File: config.mk
export PLATFORM = sky130hd
export DESIGN_NAME = madg_mul
export DESIGN_NICKNAME = d
export VERILOG_FILES = /design/src/rtl/madg_pkg.sv /design/src/rtl/madg_mul.sv
export SDC_FILE = /design/constraint.sdc
export NUM_CORES = 2
export LEC_CHECK = 0
export ABC_CLOCK_PERIOD_IN_PS = 21700
export BUFFER_PORTS_ARGS = -buffer_cell sky130_fd_sc_hd__buf_4
export CORE_ASPECT_RATIO = 1.75
export CORE_UTILIZATION = 65
export DETAILED_ROUTE_END_ITERATION = 10
export PLACE_DENSITY = 0.83
export SLEW_MARGIN = 20
export SYNTH_ARGS = -nofsm -noshare
export SYNTH_HDL_FRONTEND = slang
export SYNTH_SLANG_ARGS = --single-unit
File: constraint.sdc
create_clock -name aclk -period 21.7 [get_ports aclk]
set_clock_uncertainty 0.2 [all_clocks]
set_input_delay 6.51 -clock aclk [delete_from_list [all_inputs] [get_ports aclk]]
set_output_delay 6.51 -clock aclk [all_outputs]
set_load 0.01 [all_outputs]
File: src/rtl/madg_pkg.sv
`timescale 1ns / 1ps
// ----------------------------------------------------------------------------
// madg_pkg
// Shared types and constants of the array address generator: stream field
// layout, command codes and the descriptor entry formats.
// ----------------------------------------------------------------------------
package madg_pkg;

    // Field widths
    localparam int CMD_W   = 2;
    localparam int AID_W   = 4;
    localparam int BASE_W  = 32;
    localparam int SIZE_W  = 16;
    localparam int DCNT_W  = 5;
    localparam int DSEL_W  = 4;
    localparam int BOUND_W = 32;
    localparam int IDX_W   = 32;
    localparam int ADDR_W  = 64;
    localparam int EXT_W   = 34;   // upper - lower + 1, signed
    localparam int MUL_W   = 32;   // operand width of the shared multiplier

    // Input tdata layout, lowest bit first
    localparam int AID_LSB   = 0;
    localparam int BASE_LSB  = AID_LSB + AID_W;
    localparam int SIZE_LSB  = BASE_LSB + BASE_W;
    localparam int DCNT_LSB  = SIZE_LSB + SIZE_W;
    localparam int DSEL_LSB  = DCNT_LSB + DCNT_W;
    localparam int LOWER_LSB = DSEL_LSB + DSEL_W;
    localparam int UPPER_LSB = LOWER_LSB + BOUND_W;
    localparam int INDEX_LSB = UPPER_LSB + BOUND_W;
    localparam int S_USED_W  = INDEX_LSB + IDX_W;
    localparam int S_TDATA_W = ((S_USED_W + 7) / 8) * 8;

    // Output tdata layout, lowest bit first
    localparam int M_USED_W  = AID_W + ADDR_W;
    localparam int M_TDATA_W = ((M_USED_W + 7) / 8) * 8;

    // Item kinds carried in tuser
    typedef enum logic [CMD_W-1:0] {
        CMD_HEADER = 2'd0,
        CMD_BOUNDS = 2'd1,
        CMD_INDEX  = 2'd2
    } cmd_t;

    // Per-array header entry
    typedef struct packed {
        logic [DCNT_W-1:0] dim_count;
        logic [SIZE_W-1:0] elem_size;
        logic [BASE_W-1:0] base_addr;
    } hdr_t;

    // Per-dimension entry
    typedef struct packed {
        logic signed [EXT_W-1:0]   extent;
        logic signed [BOUND_W-1:0] lower;
    } dim_t;

endpackage

File: src/rtl/madg_mul.sv
`timescale 1ns / 1ps
// ----------------------------------------------------------------------------
// madg_mul
// Shared 32 x 32 unsigned multiplier with a registered product.
// ----------------------------------------------------------------------------
module madg_mul
    import madg_pkg::*;
(
    input  logic               aclk,
    input  logic [MUL_W-1:0]   op_a,
    input  logic [MUL_W-1:0]   op_b,
    output logic [2*MUL_W-1:0] prod
);

    // Register the full product every cycle
    always_ff @(posedge aclk) begin
        prod <= op_a * op_b;
    end

endmodule

==> metrics.md <==
| Metric | Value |
|---|---|
| Syn Nets | between 4000 and 5000 |
| Largest net degree at the start of global routing | 33 |
| Synth Area in Compound Gates | 0.0415 |
| Final Hold Vio Count | 0 |
| Crit path max-delay cell type | fa_1 |
| Slew @ Worst Pin | roughly 1.1 ns |
| Fmax | between 70 and 80 MHz |
| Pre-CTS worst setup slack | about 7.4 ns |
| Final HPWL DP | between 80000 and 90000 µm |
| DRC errors left | 0 |
| Cell Rows | around 110 |
| Clock slew at reported path FFs | 0.06 ns |
| Min Tclk post-route | around 14 ns |
| Die height | a little over 300 µm |
| Most frequent cells in the layout | fa_1 (896), inv_1 (865), and2_1 (602), nand2_1 (480), ha_1 (263) |
| Die Footprint | 54300 µm² |
| Maxcap violations | 0 |
| Unique masters post-synth | 57 |
| Top cell type's share of synthesized area | 0.517 |
| Vias in the first global route | 29097 |
| Simple-Gate Fraction of Synth Area | 0.176 |
| Synthesis-to-finish area growth | 3.91% |
| # resized after CTS | 0 |
| Setup TNS | 0 ns |
| Hold buffer count at CTS | 0 |
| Fin. max-slew vios | 0 |
| Initial DRC Count | around 2100 |
| Main combinational cell family by area after synthesis | adder cells |
| GRT Util Overall | 0.432 |
| CP Max Fanout | 32 |
| CTS sink cnt | 64 |
| Top cells by area, synth | fa_1 (52%), and2_1 (11%), ha_1 (9.5%) |
| Post-synth top flop | dfxtp_1 |
| DRT antenna net count | 0 |
| Crit-path cells | buf_4 > and2_1 > fa_1 > inv_1 > fa_1 > fa_1 > inv_1 > fa_1 > ha_1 > ha_1 > inv_1 > fa_1 > inv_1 > fa_1 > ha_1 > a21oi_1 > o21a_1 > o21ai_0 > o2111ai_1 > a31oi_1 > a31o_2 > a211oi_1 > o21ai_1 > xor2_1 |
| Final setup violation count | 0 |
| Synth Register Bits | 64 |
| Most numerous cell on the critical path | fa_1 |
| Commonest non-fill, non-tap cell in the layout | fa_1 |
| DR vias | between 20000 and 30000 |
| Global-route wire length before repair | 168000 µm |
| Gp weighted congestion | roughly 1.1 |
| Core area | roughly 52000 µm² |
| DR vias/cell | 6.06 |
| Largest regs | prod (64) |
| Final Cell Area | about 36000 µm² |
| Clock buffer depth | 2 |
| Crit end category | flop |
| Critical Path Source Type | input pin |
| RSZ-0062 raised after global routing | no |
| Post-Syn Instances | 3748 |
| Starting Density | 0.661 |
| Yosys warnings | 0 |
| Synth Area in XOR/XNOR | 0.0152 |
| Status | finished, final reports clean |
| Port-buffer cells | around 130 |
| Post-synth EDFFs | 0 |
| Syn Area/Cell | approximately 9.3 µm² |
| Worst path required time | approximately 22 ns |
| Setup ws final | between 7 and 8 ns |
| Max stage delay on crit path | ~0.54 ns |
| Clock buffer count from CTS | 9 |
| Die width | roughly 180 µm |
| Yosys top cell by area | fa_1 |
| Hold Crit Class | input pin to flop |
| Max FFs per register | 64 |
| Post-Synth Adder-Cell Area | 0.612 |
| Layout net count | approximately 4900 |
| Most flop-heavy register | prod |
| Async set-reset flop share out of synthesis | 0 |
| IO Pins | ~130 |
| Total setup buffers inserted after CTS | 0 |
| Wirelength per Cell | roughly 25 µm |
| H-tree levels | 3 |
| Worst relative slew slack | 0.243 |
| CP Data Arrival Time | 14.19 ns |
| Post-synthesis mux area share | 0.000289 |
| Initial DRT Pass Iterations | 5 |
| WS Path Type | input pin to flop |
| CTS tree | built |
| DP Area | about 36000 µm² |
| Root buf cell | clkbuf_16 |
| Initial antenna violation count | 4 |
| Final WL | ~110000 µm |
| GRT overflow | 0 |
| Share of the yosys chip area belonging to registers | 0.0369 |
| Fraction of layout cells with a size suffix above 1 | 0.0447 |
| Finished Core Util | 0.686 |
| Final worst-path cycle share | 0.650 |
| Synthesized area | between 30000 and 40000 µm² |
## worst max-delay path: cells and delay by family
family / cells / cell delay (ns)
simple gates: 1 / 0.23
fa+ha+maj: 9 / 3.71
xor+xnor: 1 / 0.15
compound gates: 8 / 2.94
buf+inv: 5 / 0.64
## metal layers
layer,up-vias,GRT usage,part of all wire
met3,752,0.145,0.090
met5,-,0.00278,0.00060
met2,1531,0.719,0.50
li1,10658,-,-
met4,8,0.445,0.13
met1,13429,0.396,0.28
## synthesized netlist by cell type (12+ instances only)
master and number:
a21oi_1 63, nand4_1 23, o21ai_0 21, ha_1 263
a21o_1 40, and2_1 602, inv_1 865, nand2_1 480
xnor2_1 35, a31oi_1 12, xor2_1 25, fa_1 896
clkbuf_1 213, and3_1 14, nor2_1 20, dfxtp_1 64
## cell type report
type                    instances  area [µm²]
diodes                          1        2.50
clock buffers                  11         253
clock inverters                 5         103
fillers                      4111       16500
inverters                     865        3250
multi-input cells            2599       29300
flip-flops and latches         64        1280
well taps                     678         848
repair buffers                129         968
## cells by family (layout without fill, tap and decap cells)
kind of cell,count (synthesis),in the layout
xor+xnor,60,60
mux,1,1
simple gates,1177,1177
buf+inv,1085,1010
other cells,0,1
compound gates,202,202
flops,64,64
fa+ha+maj,1159,1159
## worst paths after layout
| path | from | end | slack (ns) | cells after the start |
|---|---|---|---|---|
| min | op_a[0] | prod[0]$_DFF_P_ | 6.36 | 2 |
| max | op_b[4] | prod[62]$_DFF_P_ | 7.60 | 24 |
## metrics by stage
stage	hold WS [ns]	cells
2_1_floorplan	6.44	3748
4_1_cts	6.37	4350
3_5_place_dp	6.70	4334
5_1_grt	6.38	4351
6_report	6.36	4352
3_3_place_gp	6.70	4334
Power is left out: the tool's default activity adds up to more than one toggle a clock period on the data nets, which glitch-free logic cannot reach.
