[src/rtl/madg_ram.sv]
`timescale 1ns / 1ps
// ----------------------------------------------------------------------------
// madg_ram
// Generic single-write, single-read synchronous RAM with registered read.
// ----------------------------------------------------------------------------
module madg_ram #(
    parameter int WIDTH = 8,
    parameter int DEPTH = 16
) (
    input  logic                                   aclk,
    input  logic                                   we,
    input  logic [(DEPTH > 1 ? $clog2(DEPTH) : 1)-1:0] waddr,
    input  logic [WIDTH-1:0]                       wdata,
    input  logic                                   re,
    input  logic [(DEPTH > 1 ? $clog2(DEPTH) : 1)-1:0] raddr,
    output logic [WIDTH-1:0]                       rdata
);

    logic [WIDTH-1:0] mem [DEPTH];

    // Write port and registered read port
    always_ff @(posedge aclk) begin
        if (we) begin
            mem[waddr] <= wdata;
        end
        if (re) begin
            rdata <= mem[raddr];
        end
    end

endmodule

[config.mk]
export PLATFORM = sky130hd
export DESIGN_NAME = madg_ram
export DESIGN_NICKNAME = d
export VERILOG_FILES = /design/src/rtl/madg_ram.sv
export SDC_FILE = /design/constraint.sdc
export NUM_CORES = 1
export LEC_CHECK = 0
export BUFFER_PORTS_ARGS = -buffer_cell sky130_fd_sc_hd__buf_2
export CAP_MARGIN = 20
export CELL_PAD_IN_SITES_DETAIL_PLACEMENT = 1
export CELL_PAD_IN_SITES_GLOBAL_PLACEMENT = 1
export CORE_AREA = 2 2 101 103
export DETAILED_ROUTE_END_ITERATION = 6
export DIE_AREA = 0 0 103 105
export PLACE_DENSITY_LB_ADDON = 0.1
export REMOVE_ABC_BUFFERS = 1
export SYNTH_ARGS = -nofsm -noshare
export SYNTH_HDL_FRONTEND = slang
export SYNTH_SLANG_ARGS = --single-unit
[constraint.sdc]
create_clock -name aclk -period 6.4 [get_ports aclk]
set_input_delay 1.6 -clock aclk [delete_from_list [all_inputs] [get_ports aclk]]
set_output_delay 1.6 -clock aclk [all_outputs]
set_load 0.005 [all_outputs]
==> results.md, run 1 <==
| Quantity | This run | Unit |
|---|---|---|
| Outcome | finished, final reports clean | - |
| Remaining Overflow, GRT | 0 | - |
| Height of the die | 105 | µm |
| Maximum operating frequency | 342.9 | MHz |
| Initial Utilization | 54.23 | % |
| Synth warnings | 0 | - |
| P per Cell Area | 329.0 | nW/µm² |
| Port bufs | 26 | - |
| Row cnt | 36 | - |
| Maximum clock insertion buffer count | 2 | - |
| Root Buffer Master | sky130_fd_sc_hd__clkbuf_8 | - |
| Kind of end point of the critical path | flip-flop | - |
| Final worst-path cycle share | 45.57 | % |
| Number of buffers created by CTS | 17 | - |
| Critical path's slowest cell | sky130_fd_sc_hd__nor3_1 | - |
| Post-Syn Instances | 229 | - |
| Total setup violations reported at the end of the flow | 0 | - |
| Synth area leaders | sky130_fd_sc_hd__edfxtp_1 (78%), sky130_fd_sc_hd__mux4_2 (7.8%), sky130_fd_sc_hd__mux4_1 (7.0%) | - |
| Number of max-slew violations in the final report | 0 | - |
| Layout fillers | 816 | - |
| Count of endpoints failing hold in the final timing report | 0 | - |
| Post-DP HPWL | 6.468 | mm |
| Setup TNS Final | 0 | ps |
| Worst-Margin Slew | 1098 | ps |
| Antenna-violating nets left | 0 | - |
| Largest stage delay, worst path | 630 | ps |
| Antenna cells | 0 | - |
| Area growth from synthesis to layout | 15.06 | % |
| CP Max Fanout | 5 | - |
| Period minus WS final | 2916 | ps |
| Largest clock skew in the final design | 3.983 | ps |
| Fraction of synthesized cell area taken by the top area cell type | 78.12 | % |
| Crit start category | input pin | - |
| Tightest slew margin relative to the limit | 26.56 | % |
| Biggest area consumer among synthesized cells | sky130_fd_sc_hd__edfxtp_1 | - |
| Sequential share of the synthesized area | 78.12 | % |
| Vias in the first global route | 2611 | - |
| Final WS setup | 3484 | ps |
| Clock tree from TritonCTS | built | - |
| Commonest cells after routing, fill and taps aside | sky130_fd_sc_hd__edfxtp_1 (136), sky130_fd_sc_hd__buf_2 (26), sky130_fd_sc_hd__mux4_2 (18) | - |
| Path class of the lowest-slack min-delay path | flip-flop to flip-flop | - |
| Area of the multi-input gates | 1067 | µm² |
| Cell breakdown of the critical path | buf_2, or3b_2, nor3_1, buf_4 | - |
| Dpl cells | 380 | - |
| Violation count after the first detailed-route iteration | 172 | - |
| Hold Buf Count CTS | 0 | - |
| Total routed wirelength | 10.30 | mm |
| Required time at the worst-slack endpoint | 6630 | ps |
| Number of antenna violations at the first check in global routing | 0 | - |
| Total number of clock tree sinks | 136 | - |
| Most common library cell in the layout ignoring fill and taps | sky130_fd_sc_hd__edfxtp_1 | - |
| Number of nets in the final layout | 286 | - |
| Pin count of the biggest net entering global routing | 33 | - |
| Worst EP arrival | 3150 | ps |
| Classification of the worst setup path | input pin to flip-flop | - |
| Final non-filler cell area | 6015 | µm² |
| Length of routed met3 wiring | 612 | µm |
| Num ports | 27 | - |
| Source-to-sink clock delay at the later pin of the worst-skew pair | 520 | ps |
| Post-CTS resize count | 0 | - |
| Max-Cap Viols | 0 | - |
| Htree depth | 4 | - |
| Synth unique cells | 18 | - |
| Uppermost layer routed | met4 | - |
| Total via count in the routed design | 2427 | - |
| Placed inst area | 5463 | µm² |
| Average via count per standard cell | 5.877 | - |
| Total setup buffers inserted after CTS | 0 | - |
| Standby leakage power | 2.001 | nW |
| Final standard cell count with taps included and fillers excluded | 413 | - |
| Utilization after layout | 62.40 | % |
| Post-synthesis instance area | 5228 | µm² |
| Horizontal extent of the die | 103 | µm |
| Register area | 4084 | µm² |
| Ratio of cells with drive above 1 in the final layout | 27.14 | % |
| Maximum VDD drop | 0.0001626 | V |
| Synth Area per Inst | 22.83 | µm² |
| Last weighted congestion value of the routability-driven placer | 0.7399 | - |
| First-pass detailed-route iteration total | 4 | - |
| GRT Resource Usage Total | 21.48 | % |
| Met1 Routed Length | 4.424 | mm |
| Routed length on met2 | 5.109 | mm |
| Clock transition at the registers of the reported paths | 60 | ps |
| Global-route wire length before repair | 15.81 | mm |
| Flop and latch count out of synthesis | 136 | - |
| Worst setup slack after placement | 2601 | ps |
| DRC violations left | 0 | - |
| Unrepaired setup endpoints after global routing | no | - |
| Die Footprint | 10820 | µm² |
| Core Area | 9639 | µm² |
| Mean routed wirelength per cell | 24.93 | µm |
cells in the mapped netlist, drive strengths merged:
| cell type | instances |
|---|---|
| buf | 7 |
| clkdlybuf4s25 | 3 |
| and2 | 1 |
| nor3 | 4 |
| nand3 | 1 |
| or3b | 1 |
| and2b | 1 |
| nand2 | 9 |
| nand2b | 2 |
| nor2b | 1 |
| nand3b | 2 |
| a22oi | 16 |
| mux4 | 32 |
| nor2 | 13 |
| edfxtp | 136 |
area by class of cell:
type	instances	area share (%)
well taps	133	2.767
flip-flops and latches	136	67.90
multi-input cells	83	17.74
clock buffers	18	6.948
repair buffers	29	2.746
clock inverters	14	1.893
through the flow:
stage                     hold WS, ps  total power [mW]
after floorplan                 704.8             1.066
after global placement          726.6             1.112
after detailed placement        749.3             1.116
after CTS                       767.4             1.988
after global routing            810.4             2.036
final                           759.9             1.979
power by group:
part	internal, mW	switching (mW)
Sequential	1.00	0.00552
Clock	0.541	0.340
Combinational	0.0360	0.0525
metal layers:
metal | GRT usage (%) | vias up
li1 | - | 1059
met1 | 29.93 | 1266
met2 | 32.70 | 90
met3 | 6.087 | 12
met4 | 7.613 | 0
met5 | 0 | -
worst max-delay path: cells and delay by family:
family / cells / cell delay (ps)
AND/OR/NAND/NOR: 2 / 1150
buffers and inverters: 2 / 400
flip-flops by register name, indices dropped and copies added (netlist names):
signal and cells:
mem 128, rdata 8
path summary, 6_finish.rpt:
check	startpoint	to	slack [ps]	depth (start not counted)
worst max register to register	mem[2][1]	rdata[1]	4890	3
worst min-delay path	mem[12][2]	rdata[2]	760	3
worst max-delay path	waddr[2]	mem[0][6]	3480	4
worst min register to register	mem[12][2]	rdata[2]	760	3
kinds of logic (layout without fill, tap and decap cells):
kind of cell	count (synthesis)	count (layout)	synth area share (%)
AOI/OAI and AO/OA	16	16	2.298
and+or+nand+nor	35	35	3.136
muxes	32	32	14.79
buffers and inverters	10	61	1.651
DFF	136	136	78.12
Power figures use the tool's default switching activity.
==> run 2, diff against run 1 <==
--- a/config.mk
+++ b/config.mk
@@ -9,9 +9,9 @@
 export CAP_MARGIN = 20
 export CELL_PAD_IN_SITES_DETAIL_PLACEMENT = 1
 export CELL_PAD_IN_SITES_GLOBAL_PLACEMENT = 1
-export CORE_AREA = 2 2 101 103
+export CORE_AREA = 2 2 108 110
 export DETAILED_ROUTE_END_ITERATION = 6
-export DIE_AREA = 0 0 103 105
+export DIE_AREA = 0 0 110 112
 export PLACE_DENSITY_LB_ADDON = 0.1
 export REMOVE_ABC_BUFFERS = 1
 export SYNTH_ARGS = -nofsm -noshare
==> constraint.sdc (replaced) <==
create_clock -name aclk -period 2.6 [get_ports aclk]
set_input_delay 0.65 -clock aclk [delete_from_list [all_inputs] [get_ports aclk]]
set_output_delay 0.65 -clock aclk [all_outputs]
set_load 0.005 [all_outputs]
==> run 2 against run 1 <==
  * Global-route usage decreased by 1.8 points
  * Clock power grew to 2.8 times the previous value
  * Worst hold slack got worse by 140 ps
  * Critical path depth increased by 1
  * Wire length up 5.4%
  * Cell count rose by 7.3%
  * Combinational power increased to 2.7 times the previous value
==> results.md, run 2 (synthesized netlist as in run 1, its figures left out) <==
| Quantity | This run | Unit | vs previous |
|---|---|---|---|
| Outcome | finished, final reports clean | - | unchanged |
| Port bufs | 26 | - | unchanged |
| Total setup violations reported at the end of the flow | 0 | - | unchanged |
| Layout fillers | 964 | - | was 816 |
| Number of buffers created by CTS | 17 | - | unchanged |
| Classification of the worst setup path | input pin to flip-flop | - | unchanged |
| Number of antenna violations at the first check in global routing | 0 | - | unchanged |
| Average via count per standard cell | 5.679 | - | was 5.877 |
| Clock transition at the registers of the reported paths | 60 | ps | about the same |
| Row cnt | 39 | - | was 36 |
| Max reg flops | 128 | - | unchanged |
| Uppermost layer routed | met4 | - | unchanged |
| Htree depth | 4 | - | unchanged |
| Antenna-violating nets left | 0 | - | unchanged |
| Height of the die | 112 | µm | was 105 µm |
| Placed inst area | 5673 | µm² | was 5463 µm² |
| Num ports | 27 | - | unchanged |
| First-pass detailed-route iteration total | 5 | - | was 4 |
| Total routed wirelength | 10.85 | mm | was 10.30 mm |
| GRT Resource Usage Total | 19.65 | % | was 21.48% |
| P per Cell Area | 824.3 | nW/µm² | was 329.0 nW/µm² |
| Clock tree from TritonCTS | built | - | unchanged |
| Period minus WS final | 1792 | ps |  |
| Maximum VDD drop | 0.0004891 | V | was 0.0001626 V |
| Commonest cells after routing, fill and taps aside | sky130_fd_sc_hd__edfxtp_1 (136), sky130_fd_sc_hd__buf_2 (26), sky130_fd_sc_hd__buf_4 (19) | - | was sky130_fd_sc_hd__edfxtp_1 (136), sky130_fd_sc_hd__buf_2 (26), sky130_fd_sc_hd__mux4_2 (18) |
| Top register by number of flip-flops | mem | - | unchanged |
| Kind of end point of the critical path | flip-flop | - | unchanged |
| Vias in the first global route | 2721 | - | was 2611 |
| Core Area | 11170 | µm² | was 9639 µm² |
| Largest stage delay, worst path | 600 | ps | was 630 ps |
| Most common library cell in the layout ignoring fill and taps | sky130_fd_sc_hd__edfxtp_1 | - | unchanged |
| Total number of clock tree sinks | 136 | - | unchanged |
| Post-DP HPWL | 7.238 | mm | was 6.468 mm |
| Total setup buffers inserted after CTS | 0 | - | unchanged |
| Remaining Overflow, GRT | 0 | - | unchanged |
| Worst EP arrival | 1950 | ps | was 3150 ps |
| Last weighted congestion value of the routability-driven placer | 0.7279 | - | was 0.7399 |
| DRC violations left | 0 | - | unchanged |
| Violation count after the first detailed-route iteration | 133 | - | was 172 |
| Cell breakdown of the critical path | buf_2, buf_12, mux4_1, a22oi_1, nand2_1 | - | was buf_2, or3b_2, nor3_1, buf_4 |
| Global-route wire length before repair | 16.41 | mm | was 15.81 mm |
| Root Buffer Master | sky130_fd_sc_hd__clkbuf_16 | - | was sky130_fd_sc_hd__clkbuf_8 |
| CP Max Fanout | 14 | - | was 5 |
| Path class of the lowest-slack min-delay path | input pin to flip-flop | - | was flip-flop to flip-flop |
| Crit start category | input pin | - | unchanged |
| Total via count in the routed design | 2516 | - | was 2427 |
| Number of max-slew violations in the final report | 0 | - | unchanged |
| Required time at the worst-slack endpoint | 2760 | ps | was 6630 ps |
| Tightest slew margin relative to the limit | 74.83 | % | was 26.56% |
| Die Footprint | 12320 | µm² | was 10820 µm² |
| Source-to-sink clock delay at the later pin of the worst-skew pair | 420 | ps | was 520 ps |
| Pin count of the biggest net entering global routing | 19 | - | was 33 |
| Mean routed wirelength per cell | 24.49 | µm | was 24.93 µm |
| Worst setup slack after placement | 378.7 | ps | was 2601 ps |
| Critical path's slowest cell | sky130_fd_sc_hd__mux4_1 | - | was sky130_fd_sc_hd__nor3_1 |
| Top flop regs | mem (128), rdata (8) | - | unchanged |
| Final WS setup | 808.4 | ps | was 3484 ps |
| Overall Power | 5.178 | mW | was 1.979 mW |
| Max-Cap Viols | 0 | - | unchanged |
| Number of nets in the final layout | 306 | - | was 286 |
| Setup TNS Final | 0 | ps | unchanged |
| Horizontal extent of the die | 110 | µm | was 103 µm |
| Maximum clock insertion buffer count | 2 | - | unchanged |
| Met1 Routed Length | 4.721 | mm | was 4.424 mm |
| Hold Buf Count CTS | 0 | - | unchanged |
| Worst hold slack after final layout | 616.5 | ps | was 759.9 ps |
| Ratio of cells with drive above 1 in the final layout | 31.67 | % | was 27.14% |
| Maximum operating frequency | 558.2 | MHz |  |
| Final non-filler cell area | 6281 | µm² | was 6015 µm² |
| Setup slack on the worst flop-to-flop path | 1070 | ps | was 4890 ps |
| Largest clock skew in the final design | 4.911 | ps | was 3.983 ps |
| Count of endpoints failing hold in the final timing report | 0 | - | unchanged |
| Final worst-path cycle share | 68.91 | % |  |
| Standby leakage power | 2.143 | nW | was 2.001 nW |
| Initial Utilization | 46.78 | % | was 54.23% |
| Routed length on met2 | 5.525 | mm | was 5.109 mm |
| Area growth from synthesis to layout | 20.15 | % | was 15.06% |
| Antenna cells | 0 | - | unchanged |
| Worst-Margin Slew | 376.7 | ps | was 1098 ps |
| Post-CTS resize count | 0 | - | unchanged |
| Unrepaired setup endpoints after global routing | no | - | unchanged |
| Length of routed met3 wiring | 495 | µm | was 612 µm |
[run 2: worst paths after layout]
path              endpoint  cells past startpoint       start
setup / recovery  rdata[0]                      5    raddr[0]
hold / removal    rdata[7]                      1          re
setup reg to reg  rdata[1]                      3   mem[2][1]
hold reg to reg   rdata[0]                      3  mem[14][0]
[run 2: stage by stage]
step | util [%] | std cells
finish | 56.21 | 443
CTS | 56.21 | 443
global placement | 50.77 | 411
global route | 56.21 | 443
detailed placement | 50.77 | 411
floorplan | - | 219
[run 2: report_power, final]
group	internal, mW	leakage [nW]	switching (mW)	total (mW)
clock network	1.59	0.295	0.864	2.46
registers	2.47	1.24	0.0142	2.49
logic	0.104	0.613	0.133	0.236
[run 2: routing by layer]
metal | track usage, % | vias up
met4 | 6.920 | 0
met1 | 26.73 | 1328
met2 | 30.80 | 79
met5 | 0 | -
li1 | - | 1097
met3 | 5.094 | 12
[run 2: area by class of cell]
cell class              count  area [µm²]  area share (%)
flip-flops and latches    136        4084           65.02
multi-input cells          83        1057           16.83
clock buffers              18       429.2           6.833
repair buffers             49       352.8           5.618
clock inverters            14       178.9           2.849
well taps                 143       178.9           2.849
[run 2: worst max-delay path: cells and delay by family]
kind	cells	cell delay, ps
buffers and inverters	2	320
AND/OR/NAND/NOR	1	90
AO/OA/AOI/OAI	1	290
multiplexers	1	600
==> run 3, diff against run 2 <==
==> constraint.sdc (replaced) <==
create_clock -name aclk -period 1.6 [get_ports aclk]
set_input_delay 0.4 -clock aclk [delete_from_list [all_inputs] [get_ports aclk]]
set_output_delay 0.4 -clock aclk [all_outputs]
set_load 0.005 [all_outputs]
==> run 3 against run 2 <==
  * Cell count increased by 1.6%
  * Combinational power increased by 69%
  * Setup slack got worse by 720 ps
  * Wire length about the same
  * Non-clock buffer count increased by 7
  * Total power increased by 69%
  * Clock-buffer cell count unchanged
  * Largest cell class unchanged
==> results.md, run 3 (synthesized netlist as in run 1, its figures left out) <==
| Quantity | This run | Unit | vs previous |
|---|---|---|---|
| Post-CTS resize count | 0 | - | unchanged |
| Unrepaired setup endpoints after global routing | no | - | unchanged |
| P per Cell Area | 1369 | nW/µm² | was 824.3 nW/µm² |
| Height of the die | 112 | µm | unchanged |
| Largest clock skew in the final design | 10.50 | ps | was 4.911 ps |
| Area growth from synthesis to layout | 22.16 | % | was 20.15% |
| Total routed wirelength | 10.85 | mm | about the same |
| Hold Buf Count CTS | 0 | - | unchanged |
| Maximum VDD drop | 0.0007524 | V | was 0.0004891 V |
| Largest stage delay, worst path | 580 | ps | was 600 ps |
| Number of antenna violations at the first check in global routing | 0 | - | unchanged |
| Classification of the worst setup path | input pin to flip-flop | - | unchanged |
| Standby leakage power | 2.191 | nW | was 2.143 nW |
| Start point of the critical path | raddr[0] | - | unchanged |
| Period minus WS final | 1516 | ps |  |
| Root Buffer Master | sky130_fd_sc_hd__clkbuf_16 | - | unchanged |
| Total number of clock tree sinks | 136 | - | unchanged |
| Source-to-sink clock delay at the later pin of the worst-skew pair | 410 | ps | was 420 ps |
| Cell breakdown of the critical path | buf_2, buf_12, mux4_1, a22oi_1, nand2_1 | - | unchanged |
| Max reg flops | 128 | - | unchanged |
| Initial Utilization | 46.78 | % | unchanged |
| Bufs and invs on worst path | 2 | - | unchanged |
| DRC violations left | 0 | - | unchanged |
| Commonest cells after routing, fill and taps aside | sky130_fd_sc_hd__edfxtp_1 (136), sky130_fd_sc_hd__buf_4 (27), sky130_fd_sc_hd__buf_2 (26) | - | was sky130_fd_sc_hd__edfxtp_1 (136), sky130_fd_sc_hd__buf_2 (26), sky130_fd_sc_hd__buf_4 (19) |
| Total via count in the routed design | 2533 | - | was 2516 |
| Maximum operating frequency | 659.5 | MHz |  |
| Mean routed wirelength per cell | 24.10 | µm | was 24.49 µm |
| Row cnt | 39 | - | unchanged |
| Number of max-slew violations in the final report | 0 | - | unchanged |
| Number of nets in the final layout | 313 | - | was 306 |
| Clock transition at the registers of the reported paths | 60 | ps | about the same |
| Tightest slew margin relative to the limit | 44.79 | % | was 74.83% |
| Min-Delay Path Depth | 1 | - | unchanged |
| Last weighted congestion value of the routability-driven placer | 0.7701 | - | was 0.7279 |
| Num ports | 27 | - | unchanged |
| Number of buffers created by CTS | 17 | - | unchanged |
| Crit start category | input pin | - | unchanged |
| Ratio of cells with drive above 1 in the final layout | 34.85 | % | was 31.67% |
| Post-DP HPWL | 7.205 | mm | was 7.238 mm |
| Kind of end point of the critical path | flip-flop | - | unchanged |
| Port bufs | 26 | - | unchanged |
| Top register by number of flip-flops | mem | - | unchanged |
| Vias in the first global route | 2711 | - | was 2721 |
| Antenna-violating nets left | 0 | - | unchanged |
| Count of endpoints failing hold in the final timing report | 0 | - | unchanged |
| Required time at the worst-slack endpoint | 1750 | ps | was 2760 ps |
| Reg-to-Reg Start | mem[0][2] | - | was mem[2][1] |
| Global-route wire length before repair | 16.78 | mm | was 16.41 mm |
| Worst-Margin Slew | 826.4 | ps | was 376.7 ps |
| Outcome | finished, final reports clean | - | unchanged |
| Total setup violations reported at the end of the flow | 0 | - | unchanged |
| Final worst-path cycle share | 94.78 | % |  |
| Total setup buffers inserted after CTS | 0 | - | unchanged |
| Family of cells with the greatest summed delay on the critical path | multiplexers | - | unchanged |
| Core Area | 11170 | µm² | unchanged |
| First-pass detailed-route iteration total | 5 | - | unchanged |
| Worst EP arrival | 1670 | ps | was 1950 ps |
| GRT Resource Usage Total | 20.00 | % | was 19.65% |
| CP Max Fanout | 21 | - | was 14 |
| Pin count of the biggest net entering global routing | 22 | - | was 19 |
| Most common library cell in the layout ignoring fill and taps | sky130_fd_sc_hd__edfxtp_1 | - | unchanged |
| Worst hold slack after final layout | 363.6 | ps | was 616.5 ps |
| Critical path's slowest cell | sky130_fd_sc_hd__mux4_1 | - | unchanged |
| Dpl cells | 418 | - | was 411 |
| Horizontal extent of the die | 110 | µm | unchanged |
| Top flop regs | mem (128), rdata (8) | - | unchanged |
| Number of cells on the critical path | 5 | - | unchanged |
| Clock tree from TritonCTS | built | - | unchanged |
| Die Footprint | 12320 | µm² | unchanged |
| Violation count after the first detailed-route iteration | 164 | - | was 133 |
| Antenna cells | 0 | - | unchanged |
| Final standard cell count with taps included and fillers excluded | 450 | - | was 443 |
| Average via count per standard cell | 5.629 | - | was 5.679 |
| Path class of the lowest-slack min-delay path | input pin to flip-flop | - | unchanged |
| Max-Cap Viols | 0 | - | unchanged |
| Remaining Overflow, GRT | 0 | - | unchanged |
| Path depth of the worst reg2reg path | 3 | - | unchanged |
| Htree depth | 4 | - | unchanged |
| Worst Hold Launch | re | - | unchanged |
| Maximum clock insertion buffer count | 2 | - | unchanged |
run 3: final cells by class:
| cell class | instances | area [µm²] |
|---|---|---|
| well taps | 143 | 178.9 |
| fillers | 964 | 4788 |
| clock buffers | 18 | 429.2 |
| repair buffers | 56 | 392.9 |
| flip-flops and latches | 136 | 4084 |
| clock inverters | 14 | 229.0 |
| multi-input cells | 83 | 1072 |
run 3: power breakdown:
part	switching, mW	total, mW	internal (mW)
combinational	0.224	0.400	0.176
sequential	0.0222	4.04	4.02
clock	1.40	4.31	2.90
total	1.65	8.74	7.10
run 3: per-layer routing:
layer | track usage (%) | wire length, µm | up-vias
met1 | 28.47 | 4884 | 1349
met5 | 0 | 0 | -
met4 | 7.764 | 142 | 0
li1 | - | - | 1109
met2 | 29.57 | 5337 | 64
met3 | 5.504 | 481 | 11
run 3: final timing paths:
path	to	slack, ps
setup / recovery	rdata[2]	80
hold / removal	rdata[0]	360
setup reg to reg	rdata[2]	100
hold reg to reg	rdata[3]	740
run 3: metrics by stage:
step | area [µm²] | total power [mW] | utilization, % | setup slack, ps | setup TNS [ps]
final | 6386 | 8.744 | 57.15 | 83.59 | 0
after global routing | 6386 | 9.009 | 57.15 | 15.05 | 0
after CTS | 6371 | 8.817 | 57.01 | 49.03 | 0
after detailed placement | 5713 | 4.513 | 51.13 | -395.3 | -5603
after global placement | 5713 | 4.497 | 51.13 | -387.9 | -3841
after floorplan | 5141 | 4.265 | - | -292.9 | -3601
